File: config.mk
export PLATFORM = sky130hd
export DESIGN_NAME = pfb_line_unit
export DESIGN_NICKNAME = d
export VERILOG_FILES = /design/src/pfb_pkg.sv /design/src/pfb_line_unit.sv
export SDC_FILE = /design/constraint.sdc
export NUM_CORES = 1
export LEC_CHECK = 0
export ABC_AREA = 0
export BUFFER_PORTS_ARGS = -buffer_cell sky130_fd_sc_hd__buf_4
export CORE_MARGIN = 2
export CORE_UTILIZATION = 61
export CTS_CLUSTER_SIZE = 30
export DETAILED_ROUTE_END_ITERATION = 16
export PLACE_DENSITY = 0.89
export SLEW_MARGIN = 40
export SYNTH_ARGS = -nofsm -noshare
export SYNTH_HDL_FRONTEND = slang
export SYNTH_SLANG_ARGS = --single-unit
File: constraint.sdc
create_clock -name clk_i -period 5.8 [get_ports clk_i]
set_input_delay 1.16 -clock clk_i [delete_from_list [all_inputs] [get_ports clk_i]]
set_output_delay 1.16 -clock clk_i [all_outputs]
set_load 0.05 [all_outputs]
File: src/pfb_pkg.sv
// Shared types, constants and helpers for the page framebuffer line raster unit.
`timescale 1ns / 1ps

package pfb_pkg;

  // Default geometry of the pixel store.
  localparam int unsigned SCREEN_WIDTH_DEF  = 128;
  localparam int unsigned SCREEN_HEIGHT_DEF = 64;
  localparam int unsigned PAGE_COUNT_DEF    = 8;

  // Address width that covers the largest allowed store (32 pages of 256 columns).
  localparam int unsigned ADDR_FULL_W = 13;

  // Command codes.
  typedef enum logic [1:0] {
    OP_CLEAR = 2'd0,
    OP_POINT = 2'd1,
    OP_LINE  = 2'd2,
    OP_READ  = 2'd3
  } op_e;

  // Current raster point as seen by the sequencer.
  typedef struct packed {
    logic                   on_screen;
    logic                   last;
    logic [ADDR_FULL_W-1:0] addr;
    logic [2:0]             bit_idx;
  } pt_t;

  // Byte address of a column byte: page times row length plus column.
  function automatic logic [ADDR_FULL_W-1:0] lin_addr(input logic [4:0] page,
                                                      input logic [7:0] col,
                                                      input int unsigned width);
    lin_addr = ADDR_FULL_W'(page) * ADDR_FULL_W'(width) + ADDR_FULL_W'(col);
  endfunction

endpackage

File: src/pfb_line_unit.sv
// Bresenham step unit: holds the current point and error term and screens each point.
`timescale 1ns / 1ps

module pfb_line_unit #(
  parameter int unsigned SCREEN_WIDTH  = pfb_pkg::SCREEN_WIDTH_DEF,
  parameter int unsigned SCREEN_HEIGHT = pfb_pkg::SCREEN_HEIGHT_DEF,
  parameter int unsigned PAGE_COUNT    = pfb_pkg::PAGE_COUNT_DEF
) (
  input  logic          clk_i,
  input  logic          rst_ni,
  input  logic          load_i,
  input  logic [7:0]    x0_i,
  input  logic [7:0]    y0_i,
  input  logic [7:0]    x1_i,
  input  logic [7:0]    y1_i,
  input  logic          step_i,
  output pfb_pkg::pt_t  pt_o,
  output logic [8:0]    count_o
);

  logic [7:0]         x_q, x_d, y_q, y_d;
  logic [7:0]         ex_q, ey_q;
  logic [7:0]         dx_q, dy_q, dx_ld, dy_ld;
  logic               sx_neg_q, sy_neg_q;
  logic signed [11:0] err_q, err_d;
  logic signed [11:0] dx_s, dy_s, e2;
  logic [8:0]         count_q, count_d;

  // Step arithmetic: one error update and coordinate move per step.
  always_comb begin
    dx_s  = $signed({4'b0000, dx_q});
    dy_s  = $signed({4'b0000, dy_q});
    e2    = err_q <<< 1;
    err_d = err_q;
    x_d   = x_q;
    y_d   = y_q;
    if (e2 > -dy_s) begin
      err_d = err_d - dy_s;
      x_d   = x_q + (sx_neg_q ? 8'hFF : 8'h01);
    end
    if (e2 < dx_s) begin
      err_d = err_d + dx_s;
      y_d   = y_q + (sy_neg_q ? 8'hFF : 8'h01);
    end
    count_d = count_q + 9'd1;
  end

  // Absolute deltas of a new line.
  assign dx_ld = (x0_i > x1_i) ? (x0_i - x1_i) : (x1_i - x0_i);
  assign dy_ld = (y0_i > y1_i) ? (y0_i - y1_i) : (y1_i - y0_i);

  // Point and error registers.
  always_ff @(posedge clk_i or negedge rst_ni) begin
    if (!rst_ni) begin
      count_q <= '0;
    end else if (load_i) begin
      count_q <= '0;
    end else if (step_i) begin
      count_q <= count_d;
    end
  end

  always_ff @(posedge clk_i) begin
    if (load_i) begin
      x_q      <= x0_i;
      y_q      <= y0_i;
      ex_q     <= x1_i;
      ey_q     <= y1_i;
      dx_q     <= dx_ld;
      dy_q     <= dy_ld;
      sx_neg_q <= !(x0_i < x1_i);
      sy_neg_q <= !(y0_i < y1_i);
      err_q    <= $signed({4'b0000, dx_ld}) - $signed({4'b0000, dy_ld});
    end else if (step_i) begin
      x_q   <= x_d;
      y_q   <= y_d;
      err_q <= err_d;
    end
  end

  // Screen test and byte address of the current point.
  always_comb begin
    pt_o.on_screen = ({1'b0, x_q} < 9'(SCREEN_WIDTH))
                  && ({1'b0, y_q} < 9'(SCREEN_HEIGHT))
                  && ({1'b0, y_q[7:3]} < 6'(PAGE_COUNT));
    pt_o.last      = ((x_q == ex_q) && (y_q == ey_q)) || (count_q == 9'd255);
    pt_o.addr      = pfb_pkg::lin_addr(y_q[7:3], x_q, SCREEN_WIDTH);
    pt_o.bit_idx   = y_q[2:0];
  end

  assign count_o = count_q;

endmodule

==> flow_summary_export.csv <==
group,metric,value,unit
critical_path,regToRegSetupSlack,710,ps
critical_path,crit_fanout,3,
cells_and_area,utilization,0.6971,
detailed_routing,postRouteWirelength,15350,um
timing,finalSetupTns,0,ps
timing,layout_min_cycle_time,5087,ps
synth,synthArstFlopShare,0.1286,
synth,yosysWarnings,0,
floorplanning,die_x,107.0,um
placed_design,dp_hpwl,11810,um
global_routing,first_global_vias,5375,
critical_path,r2r-end,"err_q[7]$_DFFE_PP_",
clock_network,cts_tree,"done",
synth,ys_top_cells_by_area,"edfxtp_1, ha_1, xnor2_1",
clock_network,cts-htree-levels,3,
cells_and_area,area_delta_synth_final,11.30,%
floorplanning,row_count,37,
synth,synth_cell_types,58,
placed_design,port_buffers,62,
timing,finalClockSkew,8.493,ps
critical_path,r2r_cells,19,
critical_path,startpoint,"dy_q[4]$_DFFE_PP_",
synth,synth_top_flop_cell,"edfxtp_1",
synth,syn_area,0.006466,mm^2
clock_network,cts_buffers,9,
power_and_ir_drop,finalPower,3.555,mW
floorplanning,fp.dieH,107.0,um
detailed_routing,ant_nets,0,
detailed_routing,vias,5197,
placed_design,placed_area,0.006987,mm^2
synth,yosysSeqAreaShare,0.3181,
power_and_ir_drop,p_per_area,493.9,mW/mm^2
timing,max_freq,0.1966,GHz
power_and_ir_drop,p_seq_frac,0.249,
critical_path,worstPathArrival,5170,ps
timing,drv_slew,0,
timing,hold_viol,0,
timing,setup_viol,0,
synth,synth_top_area_frac,0.2833,
synth,synth_edf_count,61,
global_routing,grt_usage,0.2808,
clock_network,cts_resized,0,
critical_path,endpoint,"err_q[7]$_DFFE_PP_",
synth,syn_nets,814,
global_routing,overflow,0,
cells_and_area,fin_area,0.007197,mm^2
timing,setup_ws,712.9,ps
detailed_routing,drc,0,
cells_and_area,n_antenna_cell,0,
floorplanning,coreArea,0.01032,mm^2
synth,ys_seq_elements,70,
synth,syn_inst,681,
clock_network,clkLatencyLatePin,370,ps
global_routing,grt_pass1_wl,25270,um
timing,maxSlewHeadroom,0.4661,
clock_network,postCtsSetupRepairBufs,0,
power_and_ir_drop,share_comb_of_total_power,0.630,
run,max-cap-violations,0,
critical_path,endpoint_kind,"flop",
placed_design,gp_congestion,0.9093,
synth,avgSynthCellArea,9.495,um^2
global_routing,grt_antenna_before_repair,0,
power_and_ir_drop,switching_share,0.4696,
critical_path,worstPathRequired,5880,ps
cells_and_area,nets,864,
global_routing,grt_max_degree,96,
critical_path,critical_path_class,"reg2reg",
worst_hold_path,hp-class,"reg2reg",
power_and_ir_drop,p_int,1.885,mW
timing,period_share,0.8771,
critical_path,timing.rr.start,"dy_q[4]$_DFFE_PP_",
detailed_routing,avgViaCountPerCell,5.960,
clock_network,cts_root_buf,"clkbuf_8",
power_and_ir_drop,irDropWorstVdd,444.3,uV
floorplanning,start_util,0.6263,
status,status,"finished clean",
power_and_ir_drop,power.switching,1.669,mW
detailed_routing,detail_route.iter0.violations,382,
timing,worstMarginPinSlew,797.2,ps
detailed_routing,wl_per_cell,17.60,um
clock_network,clock_path_buffers,2,
clock_network,clkTransAtPathRegs,80,ps
power_and_ir_drop,p_clk_frac,0.121,
floorplanning,pin_count,63,
critical_path,startpoint_type,"flop",
placed_design,dp_slack,710.1,ps
synth,yosys.area.top_type,"edfxtp_1",
clock_network,clkSinkCount,70,
clock_network,hold_buffers,0,
cells_and_area,drive_gt1_frac,0.1440,
timing,rsz0062_at_grt,"no",
power_and_ir_drop,p_leak,3.321,nW
floorplanning,die_area,0.01144,mm^2
detailed_routing,dr.pass1.iters,5,
sequential cells by signal, summed over array words and instances, names as in the netlist:
register / flops
err_q: 11
count_o: 9
dx_q: 8
dy_q: 8
ex_q: 8
ey_q: 8
x_q: 8
y_q: 8
sx_neg_q: 1
sy_neg_q: 1
Yosys cell counts (all sizes together), types with 4 or more instances:
| cell | count |
|---|---|
| dfrtp | 9 |
| clkbuf | 10 |
| a21oi | 42 |
| xor2 | 26 |
| nor2b | 8 |
| nor2 | 40 |
| o21a | 7 |
| edfxtp | 61 |
| a21boi | 4 |
| nand4 | 10 |
| nand2b | 5 |
| nor3 | 13 |
| a31oi | 4 |
| o21bai | 5 |
| inv | 78 |
| nand3b | 5 |
| mux2i | 17 |
| nand3 | 9 |
| o21ai | 51 |
| a21o | 14 |
| ha | 88 |
| mux2 | 13 |
| nand2 | 39 |
| buf | 14 |
| fa | 9 |
| or3 | 5 |
| a211oi | 14 |
| and3 | 5 |
| xnor2 | 42 |
critical path: stages (launching register included):
cell and delay, ps:
edfxtp_1 470, inv_1 110, nand3_1 130, nor3_1 250, nand3_1 180, nor2_1 120
ha_1 250, a21o_1 190, a2111oi_0 540, a31oi_1 280, mux2_2 380, ha_1 280
a21o_1 180, a21oi_1 200, o21ai_0 210, o41ai_1 390, xnor2_1 140, a21oi_1 140
a21bo_2 230, a21boi_0 110
metal layers:
metal / track usage / up-vias / wire length, um
met5: 0 / - / 0
met4: 0.1494 / 0 / 505
met3: 0.03283 / 41 / 848
met2: 0.4745 / 188 / 7595
met1: 0.3529 / 2465 / 6398
li1: - / 2503 / -
layout by cell type (no fill, tap or decap), drive strengths merged, types with 2 or more instances in the layout:
cell,instances
a31oi,4
edfxtp,61
nand3,9
or4,3
ha,88
and2,3
buf,63
nor2,40
nor2b,8
mux2i,17
inv,80
a31o,2
or3,5
or2,3
nand2,39
o31a,3
a21oi,42
nand2b,5
xor2,26
o211a,2
and3,5
nand3b,5
clkbuf,12
a211oi,14
o21bai,5
nor3,13
nand4,10
o21ai,51
o21a,7
a21o,14
dfrtp,9
xnor2,42
a21boi,4
mux2,13
fa,9
clkinv,2
nor4,3
power groups by stage:
stage	Combinational, mW	Clock, mW	Sequential, mW
2_1_floorplan	1.73	0	0.837
3_3_place_gp	2.06	0	0.883
3_5_place_dp	2.20	0	0.892
4_1_cts	2.21	0.426	0.882
5_1_grt	2.48	0.448	0.901
6_report	2.24	0.429	0.885
how the worst min path moves through the flow:
stage | startpoint | to | slack, ps | depth (start not counted)
2_1_floorplan | x_q[0]$_DFFE_PP_ | x_q[0]$_DFFE_PP_ | 650 | 1
3_3_place_gp | count_o[5]$_DFFE_PN0P_ | count_o[5]$_DFFE_PN0P_ | 550 | 2
3_5_place_dp | count_o[5]$_DFFE_PN0P_ | count_o[5]$_DFFE_PN0P_ | 580 | 2
4_1_cts | rst_ni | count_o[5]$_DFFE_PN0P_ | 590 | 1
5_1_grt | rst_ni | count_o[5]$_DFFE_PN0P_ | 600 | 1
6_report | count_o[5]$_DFFE_PN0P_ | count_o[5]$_DFFE_PN0P_ | 590 | 2
through the flow:
step                cells  hold slack [ps]
floorplan             681            652.0
global placement      856            554.9
detailed placement    856            578.9
CTS                   872            588.2
global route          872            598.9
finish                872            588.0
kinds of logic after synthesis:
kind of cell / count (synthesis) / synth area share
AO/OA/AOI/OAI: 162 / 0.1612
XOR/XNOR: 68 / 0.09211
flip-flops: 70 / 0.3181
AND/OR/NAND/NOR: 152 / 0.1149
buffers and inverters: 102 / 0.06656
adder cells (fa/ha/maj): 97 / 0.1981
multiplexers: 30 / 0.04895
cell type report:
class | count | area (um^2)
timing repair buffer | 63 | 476.7
fill | 725 | 3127
clock inverter | 4 | 22.52
clock buffer | 12 | 187.7
sequential | 70 | 2057
inverter | 78 | 292.8
multi-input combinational | 509 | 3990
tap | 136 | 170.2
Note: power is estimated with default switching activity, not from simulation.
